File: config.mk
export PLATFORM = sky130hd
export DESIGN_NAME = gyro_init_sequencer_and_averager_flat
export DESIGN_NICKNAME = d
export VERILOG_FILES = /design/src/sv/gis_pkg.sv /design/src/sv/gis_channels.sv /design/src/sv/gis_sequencer.sv /design/src/sv/gis_lane.sv /design/src/sv/gyro_init_sequencer_and_averager.sv /design/src/flat_wrapper.sv
export SDC_FILE = /design/constraint.sdc
export NUM_CORES = 2
export LEC_CHECK = 0
export ABC_AREA = 1
export BUFFER_PORTS_ARGS = -buffer_cell sky130_fd_sc_hd__buf_2
export CORE_MARGIN = 5
export CORE_UTILIZATION = 50
export CTS_CLUSTER_DIAMETER = 30
export CTS_CLUSTER_SIZE = 16
export DETAILED_ROUTE_END_ITERATION = 7
export GPL_TIMING_DRIVEN = 0
export PLACE_DENSITY = 0.65
export SYNTH_ARGS = -nofsm -noshare
export SYNTH_HDL_FRONTEND = slang
export SYNTH_SLANG_ARGS = --single-unit
File: constraint.sdc
create_clock -name clock -period 14.5 [get_ports clock]
set_input_delay 0.725 -clock clock [delete_from_list [all_inputs] [get_ports clock]]
set_output_delay 0.725 -clock clock [all_outputs]
set_load 0.02 [all_outputs]
File: src/sv/gis_pkg.sv
// Shared types, register codes and divider constants of the gyro init sequencer.
package gis_pkg;

   // Number of samples per average.
   localparam int SAMPLES = 48;

   // The constant divide uses a reciprocal multiply with one correction step.
   // MAG_W holds the largest sum magnitude, Q_W the largest quotient.
   localparam int SUM_W = 23;
   localparam int MAG_W = 22;
   localparam int Q_W = 17;
   localparam int REC_W = 25;
   localparam int DIV_SHIFT = 24;
   localparam int DIV_RECIP = (2 ** DIV_SHIFT) / SAMPLES;
   localparam int PROD_W = MAG_W + REC_W;

   localparam logic [7:0] ADDR_NONE = 8'h00;
   localparam logic [7:0] ADDR_RATE = 8'h15;
   localparam logic [7:0] ADDR_DATA = 8'h1D;
   localparam logic [7:0] ADDR_POWER = 8'h3E;
   localparam logic [7:0] POWER_RESET_VALUE = 8'h00;

   localparam logic [7:0] RATE_DIVIDER_RESET = 8'h00;
   localparam logic [7:0] FILTER_RANGE_RESET = 8'b0000_0011;
   localparam logic [7:0] POWER_CONFIG_RESET = 8'h01;

   localparam logic [2:0] COUNT_NONE = 3'd0;
   localparam logic [2:0] COUNT_ONE = 3'd1;
   localparam logic [2:0] COUNT_TWO = 3'd2;
   localparam logic [2:0] COUNT_READ = 3'd6;

   localparam logic [2:0] PHASE_IDLE = 3'd0;
   localparam logic [2:0] PHASE_RESET = 3'd2;
   localparam logic [2:0] PHASE_RATE = 3'd4;
   localparam logic [2:0] PHASE_RUN = 3'd5;

   typedef enum logic [2:0] {
      CMD_NONE        = 3'd0,
      CMD_BUS_RESET   = 3'd1,
      CMD_READ        = 3'd2,
      CMD_WRITE_RESET = 3'd3,
      CMD_WRITE_RATE  = 3'd4,
      CMD_WRITE_POWER = 3'd5
   } command_type;

   typedef enum logic [1:0] {
      CSR_RATE_DIVIDER     = 2'd0,
      CSR_FILTER_AND_RANGE = 2'd1,
      CSR_POWER_CONFIG     = 2'd2
   } csr_index_type;

   // Command part of one response.
   typedef struct packed {
      command_type command;
      logic [7:0]  reg_address;
      logic [2:0]  byte_count;
      logic [7:0]  write_byte_first;
      logic [7:0]  write_byte_second;
      logic        average_valid;
      logic        sequence_ready;
   } cmd_type;

   // Accumulate controls from the sequencer.
   typedef struct packed {
      logic add_en;
      logic emit;
   } acc_type;

   // Controls that every lane receives.
   typedef struct packed {
      logic add_en;
      logic emit;
      logic load1;
      logic load2;
      logic load3;
   } lane_ctl_type;

endpackage

File: src/sv/gis_channels.sv
// Request and response channel interfaces of the gyro init sequencer.
interface gis_req_if;
   logic       valid;
   logic       ready;
   logic       func;
   logic       bus_or_transfer_ok;
   logic [7:0] data_byte_0;
   logic [7:0] data_byte_1;
   logic [7:0] data_byte_2;
   logic [7:0] data_byte_3;
   logic [7:0] data_byte_4;
   logic [7:0] data_byte_5;

   modport source (
      output valid, func, bus_or_transfer_ok,
      output data_byte_0, data_byte_1, data_byte_2, data_byte_3, data_byte_4, data_byte_5,
      input  ready
   );
   modport sink (
      input  valid, func, bus_or_transfer_ok,
      input  data_byte_0, data_byte_1, data_byte_2, data_byte_3, data_byte_4, data_byte_5,
      output ready
   );
endinterface

interface gis_rsp_if;
   logic               valid;
   logic               ready;
   logic [2:0]         command;
   logic [7:0]         reg_address;
   logic [2:0]         byte_count;
   logic [7:0]         write_byte_first;
   logic [7:0]         write_byte_second;
   logic               average_valid;
   logic signed [15:0] rate_x;
   logic signed [15:0] rate_y;
   logic signed [15:0] rate_z;
   logic               sequence_ready;

   modport source (
      output valid, command, reg_address, byte_count, write_byte_first, write_byte_second,
      output average_valid, rate_x, rate_y, rate_z, sequence_ready,
      input  ready
   );
   modport sink (
      input  valid, command, reg_address, byte_count, write_byte_first, write_byte_second,
      input  average_valid, rate_x, rate_y, rate_z, sequence_ready,
      output ready
   );
endinterface

File: src/sv/gis_sequencer.sv
// Phase sequencer: configuration registers, phase, sample count and command decode.
module gis_sequencer (
   input  logic                clock,
   input  logic                reset,
   input  logic                csr_wr_en,
   input  logic [1:0]          csr_index,
   input  logic [7:0]          csr_wdata,
   input  logic                accept,
   input  logic                func,
   input  logic                ok,
   output gis_pkg::cmd_type    cmd,
   output gis_pkg::acc_type    acc
);

   logic [7:0] rate_divider_ff;
   logic [7:0] filter_and_range_ff;
   logic [7:0] power_config_ff;
   logic [2:0] phase_ff, phase_in;
   logic [6:0] count_ff, count_in;
   logic [6:0] count_inc;
   logic [2:0] phase_next;

   always_ff @(posedge clock) begin
      if (reset) begin
         rate_divider_ff     <= gis_pkg::RATE_DIVIDER_RESET;
         filter_and_range_ff <= gis_pkg::FILTER_RANGE_RESET;
         power_config_ff     <= gis_pkg::POWER_CONFIG_RESET;
      end else if (csr_wr_en) begin
         unique case (csr_index)
            gis_pkg::CSR_RATE_DIVIDER:     rate_divider_ff <= csr_wdata;
            gis_pkg::CSR_FILTER_AND_RANGE: filter_and_range_ff <= csr_wdata;
            gis_pkg::CSR_POWER_CONFIG:     power_config_ff <= csr_wdata;
            default: ;
         endcase
      end
   end

   assign phase_next = (phase_ff < gis_pkg::PHASE_RUN) ? phase_ff + 3'd1 : gis_pkg::PHASE_RUN;
   assign count_inc  = count_ff + 7'd1;

   always_comb begin
      cmd.command           = gis_pkg::CMD_NONE;
      cmd.reg_address       = gis_pkg::ADDR_NONE;
      cmd.byte_count        = gis_pkg::COUNT_NONE;
      cmd.write_byte_first  = 8'h00;
      cmd.write_byte_second = 8'h00;
      cmd.average_valid     = 1'b0;
      acc.add_en            = 1'b0;
      acc.emit              = 1'b0;
      phase_in              = phase_ff;
      count_in              = count_ff;
      if (!func) begin
         if (!ok) begin
            phase_in    = gis_pkg::PHASE_IDLE;
            cmd.command = gis_pkg::CMD_BUS_RESET;
         end else begin
            phase_in = phase_next;
            unique case (phase_next)
               gis_pkg::PHASE_RESET: begin
                  cmd.command          = gis_pkg::CMD_WRITE_RESET;
                  cmd.reg_address      = gis_pkg::ADDR_POWER;
                  cmd.byte_count       = gis_pkg::COUNT_ONE;
                  cmd.write_byte_first = gis_pkg::POWER_RESET_VALUE;
               end
               gis_pkg::PHASE_RATE: begin
                  cmd.command           = gis_pkg::CMD_WRITE_RATE;
                  cmd.reg_address       = gis_pkg::ADDR_RATE;
                  cmd.byte_count        = gis_pkg::COUNT_TWO;
                  cmd.write_byte_first  = rate_divider_ff;
                  cmd.write_byte_second = filter_and_range_ff;
               end
               default: begin
                  cmd.command     = gis_pkg::CMD_READ;
                  cmd.reg_address = gis_pkg::ADDR_DATA;
                  cmd.byte_count  = gis_pkg::COUNT_READ;
               end
            endcase
         end
      end else if (ok) begin
         if (phase_ff == gis_pkg::PHASE_RATE) begin
            cmd.command          = gis_pkg::CMD_WRITE_POWER;
            cmd.reg_address      = gis_pkg::ADDR_POWER;
            cmd.byte_count       = gis_pkg::COUNT_ONE;
            cmd.write_byte_first = power_config_ff;
         end else if (phase_ff == gis_pkg::PHASE_RUN) begin
            acc.add_en = 1'b1;
            acc.emit   = (count_inc >= 7'(gis_pkg::SAMPLES));
            count_in   = acc.emit ? 7'd0 : count_inc;
         end
      end
      cmd.average_valid  = acc.emit;
      cmd.sequence_ready = (phase_in == gis_pkg::PHASE_RUN);
   end

   always_ff @(posedge clock) begin
      if (reset) begin
         phase_ff <= gis_pkg::PHASE_IDLE;
         count_ff <= 7'd0;
      end else if (accept) begin
         phase_ff <= phase_in;
         count_ff <= count_in;
      end
   end

endmodule

File: src/sv/gis_lane.sv
// One axis lane: running sum and a three-stage divide by the sample count.
module gis_lane (
   input  logic                    clock,
   input  logic                    reset,
   input  gis_pkg::lane_ctl_type   ctl,
   input  logic [15:0]             word,
   output logic signed [15:0]      rate
);

   logic signed [gis_pkg::SUM_W-1:0]  sum_ff;
   logic signed [gis_pkg::SUM_W-1:0]  sum_in;
   logic signed [gis_pkg::SUM_W-1:0]  mag_full;
   logic [gis_pkg::MAG_W-1:0]         m1_ff, m2_ff;
   logic                              neg1_ff, neg2_ff;
   logic [gis_pkg::PROD_W-1:0]        prod;
   logic [gis_pkg::Q_W-1:0]           q0_ff;
   logic [gis_pkg::MAG_W-1:0]         back_prod;
   logic [gis_pkg::MAG_W-1:0]         remainder;
   logic [gis_pkg::Q_W-1:0]           quot;
   logic signed [15:0]                rate_ff;

   assign sum_in   = sum_ff + {{(gis_pkg::SUM_W - 16){word[15]}}, word};
   assign mag_full = sum_in[gis_pkg::SUM_W-1] ? -sum_in : sum_in;

   always_ff @(posedge clock) begin
      if (reset) begin
         sum_ff <= '0;
      end else if (ctl.load1 && ctl.add_en) begin
         sum_ff <= ctl.emit ? '0 : sum_in;
      end
   end

   // A lane that does not emit carries a zero magnitude, so its rate reads zero.
   always_ff @(posedge clock) begin
      if (ctl.load1) begin
         m1_ff   <= ctl.emit ? mag_full[gis_pkg::MAG_W-1:0] : '0;
         neg1_ff <= ctl.emit & sum_in[gis_pkg::SUM_W-1];
      end
   end

   assign prod = gis_pkg::PROD_W'(m1_ff) * gis_pkg::PROD_W'(gis_pkg::DIV_RECIP);

   // The reciprocal is rounded down, so this quotient is exact or one low.
   always_ff @(posedge clock) begin
      if (ctl.load2) begin
         q0_ff   <= prod[gis_pkg::DIV_SHIFT +: gis_pkg::Q_W];
         m2_ff   <= m1_ff;
         neg2_ff <= neg1_ff;
      end
   end

   assign back_prod = gis_pkg::MAG_W'(q0_ff) * gis_pkg::MAG_W'(gis_pkg::SAMPLES);
   assign remainder = m2_ff - back_prod;
   assign quot      = (remainder >= gis_pkg::MAG_W'(gis_pkg::SAMPLES)) ? q0_ff + 1'b1 : q0_ff;

   always_ff @(posedge clock) begin
      if (ctl.load3) begin
         rate_ff <= neg2_ff ? 16'(-quot) : quot[15:0];
      end
   end

   assign rate = rate_ff;

endmodule

File: src/sv/gyro_init_sequencer_and_averager.sv
// Top level: sequencer, three axis lanes and the merging response stage.
// The block takes one request per clock unless the pipeline is stalled, and returns one
// response per request, in order, through the divide pipeline of each axis
// lane: the sum is taken at acceptance, multiplied by a reciprocal of the sample count in
// the second stage and corrected and signed in the third, which is the output register.
// Requests keep flowing while a response waits, until all three stages hold an item.
// Configuration writes take effect on the next request.
module gyro_init_sequencer_and_averager (
   input  logic        clock,
   input  logic        reset,
   input  logic        csr_wr_en,
   input  logic [1:0]  csr_index,
   input  logic [7:0]  csr_wdata,
   gis_req_if.sink     req,
   gis_rsp_if.source   rsp
);

   logic                  v1_ff, v2_ff, v3_ff;
   logic                  rdy1, rdy2, rdy3;
   logic                  accept;
   gis_pkg::cmd_type      cmd;
   gis_pkg::acc_type      acc;
   gis_pkg::lane_ctl_type lane_ctl;
   gis_pkg::cmd_type      cmd1_ff, cmd2_ff, cmd3_ff;

   assign rdy3   = !v3_ff || rsp.ready;
   assign rdy2   = !v2_ff || rdy3;
   assign rdy1   = !v1_ff || rdy2;
   assign accept = req.valid && rdy1;
   assign req.ready = rdy1;

   gis_sequencer u_sequencer (
      .clock     (clock),
      .reset     (reset),
      .csr_wr_en (csr_wr_en),
      .csr_index (csr_index),
      .csr_wdata (csr_wdata),
      .accept    (accept),
      .func      (req.func),
      .ok        (req.bus_or_transfer_ok),
      .cmd       (cmd),
      .acc       (acc)
   );

   assign lane_ctl.add_en = acc.add_en;
   assign lane_ctl.emit   = acc.emit;
   assign lane_ctl.load1  = accept;
   assign lane_ctl.load2  = v1_ff && rdy2;
   assign lane_ctl.load3  = v2_ff && rdy3;

   // Axes arrive as y, x, z; the x lane takes the second word.
   gis_lane u_lane_x (
      .clock (clock),
      .reset (reset),
      .ctl   (lane_ctl),
      .word  ({req.data_byte_2, req.data_byte_3}),
      .rate  (rsp.rate_x)
   );

   gis_lane u_lane_y (
      .clock (clock),
      .reset (reset),
      .ctl   (lane_ctl),
      .word  ({req.data_byte_0, req.data_byte_1}),
      .rate  (rsp.rate_y)
   );

   gis_lane u_lane_z (
      .clock (clock),
      .reset (reset),
      .ctl   (lane_ctl),
      .word  ({req.data_byte_4, req.data_byte_5}),
      .rate  (rsp.rate_z)
   );

   always_ff @(posedge clock) begin
      if (reset) begin
         v1_ff <= 1'b0;
         v2_ff <= 1'b0;
         v3_ff <= 1'b0;
      end else begin
         if (rdy1) begin
            v1_ff <= req.valid;
         end
         if (rdy2) begin
            v2_ff <= v1_ff;
         end
         if (rdy3) begin
            v3_ff <= v2_ff;
         end
      end
   end

   always_ff @(posedge clock) begin
      if (lane_ctl.load1) begin
         cmd1_ff <= cmd;
      end
      if (lane_ctl.load2) begin
         cmd2_ff <= cmd1_ff;
      end
      if (lane_ctl.load3) begin
         cmd3_ff <= cmd2_ff;
      end
   end

   assign rsp.valid             = v3_ff;
   assign rsp.command           = cmd3_ff.command;
   assign rsp.reg_address       = cmd3_ff.reg_address;
   assign rsp.byte_count        = cmd3_ff.byte_count;
   assign rsp.write_byte_first  = cmd3_ff.write_byte_first;
   assign rsp.write_byte_second = cmd3_ff.write_byte_second;
   assign rsp.average_valid     = cmd3_ff.average_valid;
   assign rsp.sequence_ready    = cmd3_ff.sequence_ready;

   // A bus reset always drops the sequence out of the running phase.
   assert property (@(posedge clock) disable iff (reset)
      rsp.valid && rsp.sequence_ready |-> rsp.command != gis_pkg::CMD_BUS_RESET)
      else $error("bus reset reported with sequence ready");

   // Averages come only from data completions in the running phase.
   assert property (@(posedge clock) disable iff (reset)
      rsp.valid && rsp.average_valid |-> rsp.command == gis_pkg::CMD_NONE && rsp.sequence_ready)
      else $error("average reported outside a data completion");

   // The lanes must present zero rates when no average is emitted.
   assert property (@(posedge clock) disable iff (reset)
      rsp.valid && !rsp.average_valid |-> rsp.rate_x == 16'sd0 && rsp.rate_y == 16'sd0
                                          && rsp.rate_z == 16'sd0)
      else $error("nonzero rate without an average");

   // An accepted request always enters the first pipeline stage.
   assert property (@(posedge clock) disable iff (reset)
      accept |=> v1_ff)
      else $error("accepted request lost at the first stage");

endmodule
File: src/flat_wrapper.sv
// flat-port wrapper written by rule: the top's interface ports become plain ports
module gyro_init_sequencer_and_averager_flat 
  (clock, reset, csr_wr_en, csr_index, csr_wdata, req_valid, req_func, req_bus_or_transfer_ok, req_data_byte_0, req_data_byte_1, req_data_byte_2, req_data_byte_3, req_data_byte_4, req_data_byte_5, req_ready, rsp_valid, rsp_command, rsp_reg_address, rsp_byte_count, rsp_write_byte_first, rsp_write_byte_second, rsp_average_valid, rsp_rate_x, rsp_rate_y, rsp_rate_z, rsp_sequence_ready, rsp_ready);
  gis_req_if req_i ();
  gis_rsp_if rsp_i ();
  input  logic clock;
  input  logic reset;
  input  logic csr_wr_en;
  input  logic [1:0] csr_index;
  input  logic [7:0] csr_wdata;
  input wire logic [$bits(req_i.valid)-1:0] req_valid;
  input wire logic [$bits(req_i.func)-1:0] req_func;
  input wire logic [$bits(req_i.bus_or_transfer_ok)-1:0] req_bus_or_transfer_ok;
  input wire logic [$bits(req_i.data_byte_0)-1:0] req_data_byte_0;
  input wire logic [$bits(req_i.data_byte_1)-1:0] req_data_byte_1;
  input wire logic [$bits(req_i.data_byte_2)-1:0] req_data_byte_2;
  input wire logic [$bits(req_i.data_byte_3)-1:0] req_data_byte_3;
  input wire logic [$bits(req_i.data_byte_4)-1:0] req_data_byte_4;
  input wire logic [$bits(req_i.data_byte_5)-1:0] req_data_byte_5;
  output wire logic [$bits(req_i.ready)-1:0] req_ready;
  output wire logic [$bits(rsp_i.valid)-1:0] rsp_valid;
  output wire logic [$bits(rsp_i.command)-1:0] rsp_command;
  output wire logic [$bits(rsp_i.reg_address)-1:0] rsp_reg_address;
  output wire logic [$bits(rsp_i.byte_count)-1:0] rsp_byte_count;
  output wire logic [$bits(rsp_i.write_byte_first)-1:0] rsp_write_byte_first;
  output wire logic [$bits(rsp_i.write_byte_second)-1:0] rsp_write_byte_second;
  output wire logic [$bits(rsp_i.average_valid)-1:0] rsp_average_valid;
  output wire logic [$bits(rsp_i.rate_x)-1:0] rsp_rate_x;
  output wire logic [$bits(rsp_i.rate_y)-1:0] rsp_rate_y;
  output wire logic [$bits(rsp_i.rate_z)-1:0] rsp_rate_z;
  output wire logic [$bits(rsp_i.sequence_ready)-1:0] rsp_sequence_ready;
  input wire logic [$bits(rsp_i.ready)-1:0] rsp_ready;
  assign req_i.valid = req_valid;
  assign req_i.func = req_func;
  assign req_i.bus_or_transfer_ok = req_bus_or_transfer_ok;
  assign req_i.data_byte_0 = req_data_byte_0;
  assign req_i.data_byte_1 = req_data_byte_1;
  assign req_i.data_byte_2 = req_data_byte_2;
  assign req_i.data_byte_3 = req_data_byte_3;
  assign req_i.data_byte_4 = req_data_byte_4;
  assign req_i.data_byte_5 = req_data_byte_5;
  assign req_ready = req_i.ready;
  assign rsp_valid = rsp_i.valid;
  assign rsp_command = rsp_i.command;
  assign rsp_reg_address = rsp_i.reg_address;
  assign rsp_byte_count = rsp_i.byte_count;
  assign rsp_write_byte_first = rsp_i.write_byte_first;
  assign rsp_write_byte_second = rsp_i.write_byte_second;
  assign rsp_average_valid = rsp_i.average_valid;
  assign rsp_rate_x = rsp_i.rate_x;
  assign rsp_rate_y = rsp_i.rate_y;
  assign rsp_rate_z = rsp_i.rate_z;
  assign rsp_sequence_ready = rsp_i.sequence_ready;
  assign rsp_i.ready = rsp_ready;
  gyro_init_sequencer_and_averager u_core (.clock(clock), .reset(reset), .csr_wr_en(csr_wr_en), .csr_index(csr_index), .csr_wdata(csr_wdata), .req(req_i), .rsp(rsp_i));
endmodule
== After elaboration in Yosys (flattened, before gate mapping) ==
Index checks and enable logic that the tools add are counted.
Storage, ports and cells
  flip-flop bits (word level): 439
  bits of input ports: 65
  output and inout port bits: 82
  word-level logic and storage cells: 135
Cells by class
  $add $sub $neg: 17
  $mul: 6
  order comparisons: 5
  eq/ne operators: 7
  multiplexer cells: 28
  bitwise logic cells: 6
  reductions and logical operators: 16
Operator list (count)
  two-way mux 22 bit: 6
  multiplier 22 x 19 -> 41 bit, second input constant: 3
  two-way mux 16 bit: 6
  adder 23 bit: 3
  two-way mux 23 bit: 3
  >= comparator 22 x 6 -> 1 bit, second input constant: 3
  negation 22 bit: 3
  subtractor 22 bit: 3
  multiplier 17 x 2 -> 18 bit, second input constant: 3
  adder 16 x 1 -> 16 bit, second input constant: 3
  negation 16 bit: 3
  one-hot mux 14 bit (2 select lines): 1
  two-way mux 27 bit: 1
  two-way mux 8 bit: 2
  == test 3 bit, second input constant: 4
  two-way mux 3 bit: 4
  two-way mux 2 bit: 4
  adder 7 x 1 -> 7 bit, second input constant: 1
  >= comparator 7 x 6 -> 1 bit, second input constant: 1
  two-way mux 7 bit: 1
  AND reduction 2 bit: 3
  AND reduction 5 bit: 1
  logical AND 1 bit: 4
  adder 3 x 1 -> 3 bit, second input constant: 1
  other kinds (10): 18

== Logic depth before layout (Yosys ltp) ==
  depth in word-level cells: 7
  mapped depth: 39
  gate-level depth less buffers: 39

== Hierarchy ==
A second synthesis with hierarchy kept.
Second synthesis, totals
  cell total of the unflattened synthesis: 5790
  area, all modules: 48652.9 sq um
Modules (own cells, without submodules)
  gis_lane at u_core.u_lane_x: instances 1, cells each 1856, area each 14765.4 sq um, sequential area each 2712.6 sq um
  gis_lane at u_core.u_lane_z: instances 1, cells each 1805, area each 14611.5 sq um, sequential area each 2712.6 sq um
  gis_lane at u_core.u_lane_y: instances 1, cells each 1767, area each 14428.8 sq um, sequential area each 2712.6 sq um
  gyro_init_sequencer_and_averager: instances 1, cells each 114, area each 3017.9 sq um, sequential area each 2942.8 sq um
  gis_sequencer: instances 1, cells each 248, area each 1829.3 sq um, sequential area each 680.7 sq um

== Worst setup path after synthesis ==
Ideal clock, no wire load.
  kind: reg-to-reg
  start point: reg u_core.u_lane_y.m1_ff[1] in the netlist's numbering
  end point: reg u_core.u_lane_y.q0_ff[16] in the netlist's numbering, data pin
  setup time: 0.264 ns
  data arrival time: 5.124 ns
  data required time: 14.236 ns
  setup slack: 9.112 ns
  cell stages (with the launch flop): 22
  path buffers: 0
  period minus slack after synthesis: 5.388 ns
  path through: edfxtp_1 -> ha_1 -> inv_1 -> fa_1 -> fa_1 -> inv_1 -> fa_1 -> fa_1 -> fa_1 -> ha_1 -> nand2_1 -> nor2_1 -> inv_1 -> nor3_1 -> inv_1 -> nor4_1 -> a21oi_1 -> o21ai_0 -> nand2_1 -> nand2_1 -> a31oi_1 -> xor2_1
Between the ends
  cells in the longest elaborated chain, start to end: 1
Ends and longest elaborated chain
  start, declared: line gis_lane.sv:13  | logic [gis_pkg::MAG_W-1:0] m1_ff, m2_ff;
  start signal, assigned: line gis_lane.sv:36  | m1_ff <= ctl.emit ? mag_full[gis_pkg::MAG_W-1:0] : '0;
  multiplier 22 x 19 -> 41 bit: line gis_lane.sv:41  | assign prod = gis_pkg::PROD_W'(m1_ff) * gis_pkg::PROD_W'(gis_pkg::DIV_RECIP);
  via u_core.u_lane_y.prod, one bit: line gis_lane.sv:15  | logic [gis_pkg::PROD_W-1:0] prod;
  end signal, assigned: line gis_lane.sv:46  | q0_ff <= prod[gis_pkg::DIV_SHIFT +: gis_pkg::Q_W];
  end, declared: line gis_lane.sv:16  | logic [gis_pkg::Q_W-1:0] q0_ff;
The timed path passes the listed nets, and every way through them passes these cells.
A chain may end at the register's enable or synchronous reset.

== Worst setup path in the final report ==
  start point: reg u_core.u_lane_x.m1_ff[7] in the netlist's numbering
  end point: reg u_core.u_lane_x.q0_ff[14] in the netlist's numbering, data pin
Between the ends
  cells in the longest elaborated chain, start to end: 1
Ends and longest elaborated chain (line)
  start, declared: gis_lane.sv:13
  start signal, assigned: gis_lane.sv:36
  multiplier 22 x 19 -> 41 bit: gis_lane.sv:41
  via u_core.u_lane_x.prod, one bit: gis_lane.sv:15
  end signal, assigned: gis_lane.sv:46
  end, declared: gis_lane.sv:16
The timed path passes the listed nets, and every way through them passes these cells.

==> impl_metrics.json <==
{
  "r2r_start": "u_core.u_lane_x.m1_ff[7]$_SDFFCE_PN0P_",
  "finalCoreUtilization_pct": 56.8,
  "finalClockSkew_ps": 80.0,
  "syn_to_final_growth_pct": 12.7,
  "fp.dieH_um": 320,
  "hpwl_um": 99800,
  "leakage_uw": 0.0276,
  "synth_seq_cells": 413,
  "cp.required_ps": 14860,
  "drt_wl_total_um": 118000,
  "path_max_fanout": 7,
  "postCtsResizedCells": 0,
  "vias_per_cell": 5.09,
  "grt_overflow": 0,
  "postSynthAreaPerCell_um2": 8.31,
  "critPathMaxStageDelay_ps": 590,
  "status": "finished, final reports clean",
  "cap_violations": 0,
  "cts_made_buffers": 97,
  "synth_cell_type_count": 56,
  "path_class": "flop to flop",
  "drv_slew": 0,
  "final-setup-viol-count": 0,
  "cts.hold.buffers_added": 0,
  "cts_tree": "yes",
  "max_freq_mhz": 161,
  "setup_tns_ps": 0,
  "grt_start_max_net_pins": 75,
  "worstSkewPairLatency_ps": 700,
  "fin_area_um2": 54000,
  "clockBufferDepth": 3,
  "cp-start-kind": "flop",
  "core_um2": 95000,
  "routabilityCongestion": 0.936,
  "synthCells": 5765,
  "io_pins": 147,
  "drtPass1Iterations": 6,
  "port_buffers": 143,
  "drive_above_1_share_pct": 7.74,
  "rsz0062_at_grt": "no",
  "dieArea_um2": 102000,
  "die_w_um": 320,
  "async_flop_share_pct": 0,
  "reg2regPathDepth": 21,
  "cts_setup_buffers": 0,
  "reg2reg_slack_ps": 8300,
  "drc": 0,
  "yosysWarnings": 0,
  "min_to": "u_core.u_sequencer.filter_and_range_ff[0]$_SDFFE_PP1P_",
  "fp-row-count": 113,
  "hold_path_class": "input port to flop",
  "r2r_end": "u_core.u_lane_x.q0_ff[14]$_DFFE_PP_",
  "num_vias": 37500,
  "hold_ws_ps": 286,
  "path_cells": "ha_1, inv_1, fa_1, fa_1, fa_1, fa_1, inv_1, fa_1, ha_1, a21oi_1, o21ai_0, nand2_1, o211ai_1, a31oi_1, nand2_1, nand2_1, nand3b_1, a21boi_0, o21ai_0, a21oi_1, xor2_1",
  "crit_top_cell": "fa_1",
  "nets": 7189,
  "clk_pin_slew_ps": 50,
  "cts.sinks": 413,
  "tightest_slew_ps": 994,
  "track_usage_pct": 23.3,
  "start_util_pct": 50.5,
  "wire_per_inst_um": 16.0,
  "critPathSlowestCell": "edfxtp_1",
  "p_per_area_nw_per_um2": 161,
  "synth-edff-count": 307,
  "hold_depth": 3,
  "worstSetupEndpointType": "flop",
  "ys_seq_area_share_pct": 23.7,
  "synthesis.area_um2": 47900,
  "postRouteAntennaNets": 0,
  "drt-initial-drc-count": 2254,
  "relSlewSlack_pct": 33.3,
  "grt_pass1_vias": 37600,
  "grt_antenna_before_repair": 6,
  "finalPower_uw": 8670,
  "arrival_ps": 6570,
  "period_needed_ps": 6200,
  "synth_top_flop_cell": "edfxtp_1",
  "hold_violations": 0,
  "hp-start": "csr_wdata[0]",
  "min_period_over_period_pct": 42.8,
  "grt_pass1_wl_um": 193000,
  "peakVddDrop_uv": 146,
  "placed_area_um2": 50400,
  "cts_root_buf": "clkbuf_16",
  "htreeDepth": 3
}
==> worst max-delay path, delay by kind of cell (launching register included) <==
family                   cells  cell delay [ps]
AO/OA/AOI/OAI                7             1330
flip-flops                   1              590
AND/OR/NAND/NOR              4              460
adder cells (fa/ha/maj)      7             3270
XOR/XNOR                     1               90
buffers and inverters        2              150
==> worst max path at each step <==
stage / startpoint / endpoint / cells after the start
6_report: u_core.u_lane_x.m1_ff[7]$_SDFFCE_PN0P_ / u_core.u_lane_x.q0_ff[14]$_DFFE_PP_ / 21
5_1_grt: u_core.u_lane_y.m1_ff[1]$_SDFFCE_PN0P_ / u_core.u_lane_y.q0_ff[16]$_DFFE_PP_ / 21
4_1_cts: u_core.u_lane_x.m1_ff[7]$_SDFFCE_PN0P_ / u_core.u_lane_x.q0_ff[14]$_DFFE_PP_ / 21
3_5_place_dp: u_core.u_lane_y.m1_ff[6]$_SDFFCE_PN0P_ / u_core.u_lane_y.q0_ff[16]$_DFFE_PP_ / 19
3_3_place_gp: rsp_ready / u_core.u_lane_x.rate[0]$_DFFE_PP_ / 3
2_1_floorplan: u_core.u_lane_y.m1_ff[1]$_SDFFCE_PN0P_ / u_core.u_lane_y.q0_ff[16]$_DFFE_PP_ / 21
==> cell families after synthesis <==
kind of cell / synth area share, %
AND/OR/NAND/NOR: 17.4
buffers and inverters: 10.9
adder cells (fa/ha/maj): 35.8
AO/OA/AOI/OAI: 7.89
flip-flops: 23.7
XOR/XNOR: 4.35
other: 0.00782
==> layout make-up <==
type	count	area, um2
Inverter	1300	4890
Tap cell	1265	1580
Multi-Input combinational cell	3984	31400
Timing Repair Buffer	148	831
Antenna cell	5	12.5
Buffer	69	339
Clock buffer	112	2540
Fill cell	8649	41000
Sequential cell	413	11300
Clock inverter	71	1070
==> placed cells by master, fill, tap and decap left out, types with 7 or more instances in the layout <==
cell type and instances:
a21o_1 12, a21oi_1 394, a22oi_1 12, a31oi_1 22, and2_1 7, and3_1 11
buf_2 153, buf_4 8, bufinv_16 17, clkbuf_1 54, clkbuf_16 98, clkinv_16 7
clkinv_2 8, clkinv_4 7, clkinvlp_4 12, dfxtp_1 106, edfxtp_1 307, fa_1 435
ha_1 676, inv_1 1279, inv_2 17, inv_6 13, nand2_1 1107, nand2_2 49
nand3_1 189, nand3b_1 23, nand4_1 82, nor2_1 345, nor2_2 30, nor3_1 60
nor4_1 10, o211ai_1 23, o21a_1 17, o21ai_0 163, o21bai_1 15, or2_2 9
xnor2_1 77, xor2_1 161
==> cell usage after synthesis, drive strengths merged, types with 2 or more instances <==
library cell	count	share of area, %
nor2	379	3.2
xnor2	77	1.4
edfxtp	307	19
and2	7	0.091
buf	25	0.36
xor2	161	2.9
and3	11	0.14
o21ai	169	1.8
clkbuf	44	0.34
o21a	17	0.27
nand2	1158	9.4
o22ai	2	0.026
a21oi	397	4.2
o21bai	15	0.23
o211ai	23	0.36
inv	1298	10
a211oi	3	0.047
nand4	85	1.2
fa	435	18
nand3	195	2.1
nand3b	23	0.36
a22oi	12	0.19
o221ai	3	0.055
clkinv	2	0.016
a21o	12	0.19
or2	9	0.12
nor3	62	0.67
ha	676	18
a21boi	4	0.063
dfxtp	106	4.4
nor4	10	0.13
o2111ai	6	0.11
o31ai	2	0.031
a31oi	22	0.29
==> metrics by stage <==
step           setup WS, ps  cells
6_report               8300   7367
5_1_grt                7950   7363
4_1_cts                8360   7362
3_5_place_dp           8400   7179
3_3_place_gp           6830   7174
2_1_floorplan          9110   5766
==> power by group <==
part	internal, uW	switching [uW]	leakage [uW]
clock network	1590	755	0.00171
registers	1420	98.6	0.00387
logic	1720	3090	0.0220
total	4730	3940	0.0276
==> metal layers <==
metal,up-vias,GRT usage (%),routed length [um]
li1,18900,-,-
met2,788,37.8,53400
met1,17600,32.3,54800
met5,-,0,7
met3,166,4.46,7200
met4,2,5.83,2720
==> registers in the layout, indices dropped and copies added, names as in the netlist, 16 cells and up <==
| name | count |
|---|---|
| u_core.u_lane_y.sum_ff | 23 |
| u_core.u_lane_x.sum_ff | 23 |
| u_core.u_lane_x.m2_ff | 18 |
| u_core.cmd1_ff | 26 |
| u_core.u_lane_z.sum_ff | 23 |
| u_core.u_lane_y.m1_ff | 22 |
| u_core.u_lane_z.m1_ff | 22 |
| u_core.u_lane_y.rate | 16 |
| u_core.u_lane_y.m2_ff | 22 |
| u_core.u_lane_z.m2_ff | 18 |
| u_core.u_lane_z.q0_ff | 17 |
| u_core.u_lane_x.q0_ff | 17 |
| u_core.u_lane_y.q0_ff | 17 |
| u_core.u_lane_x.rate | 16 |
| u_core.cmd2_ff | 26 |
| u_core.u_lane_x.m1_ff | 22 |
| u_core.u_lane_z.rate | 16 |
Power figures use the tool's default switching activity.
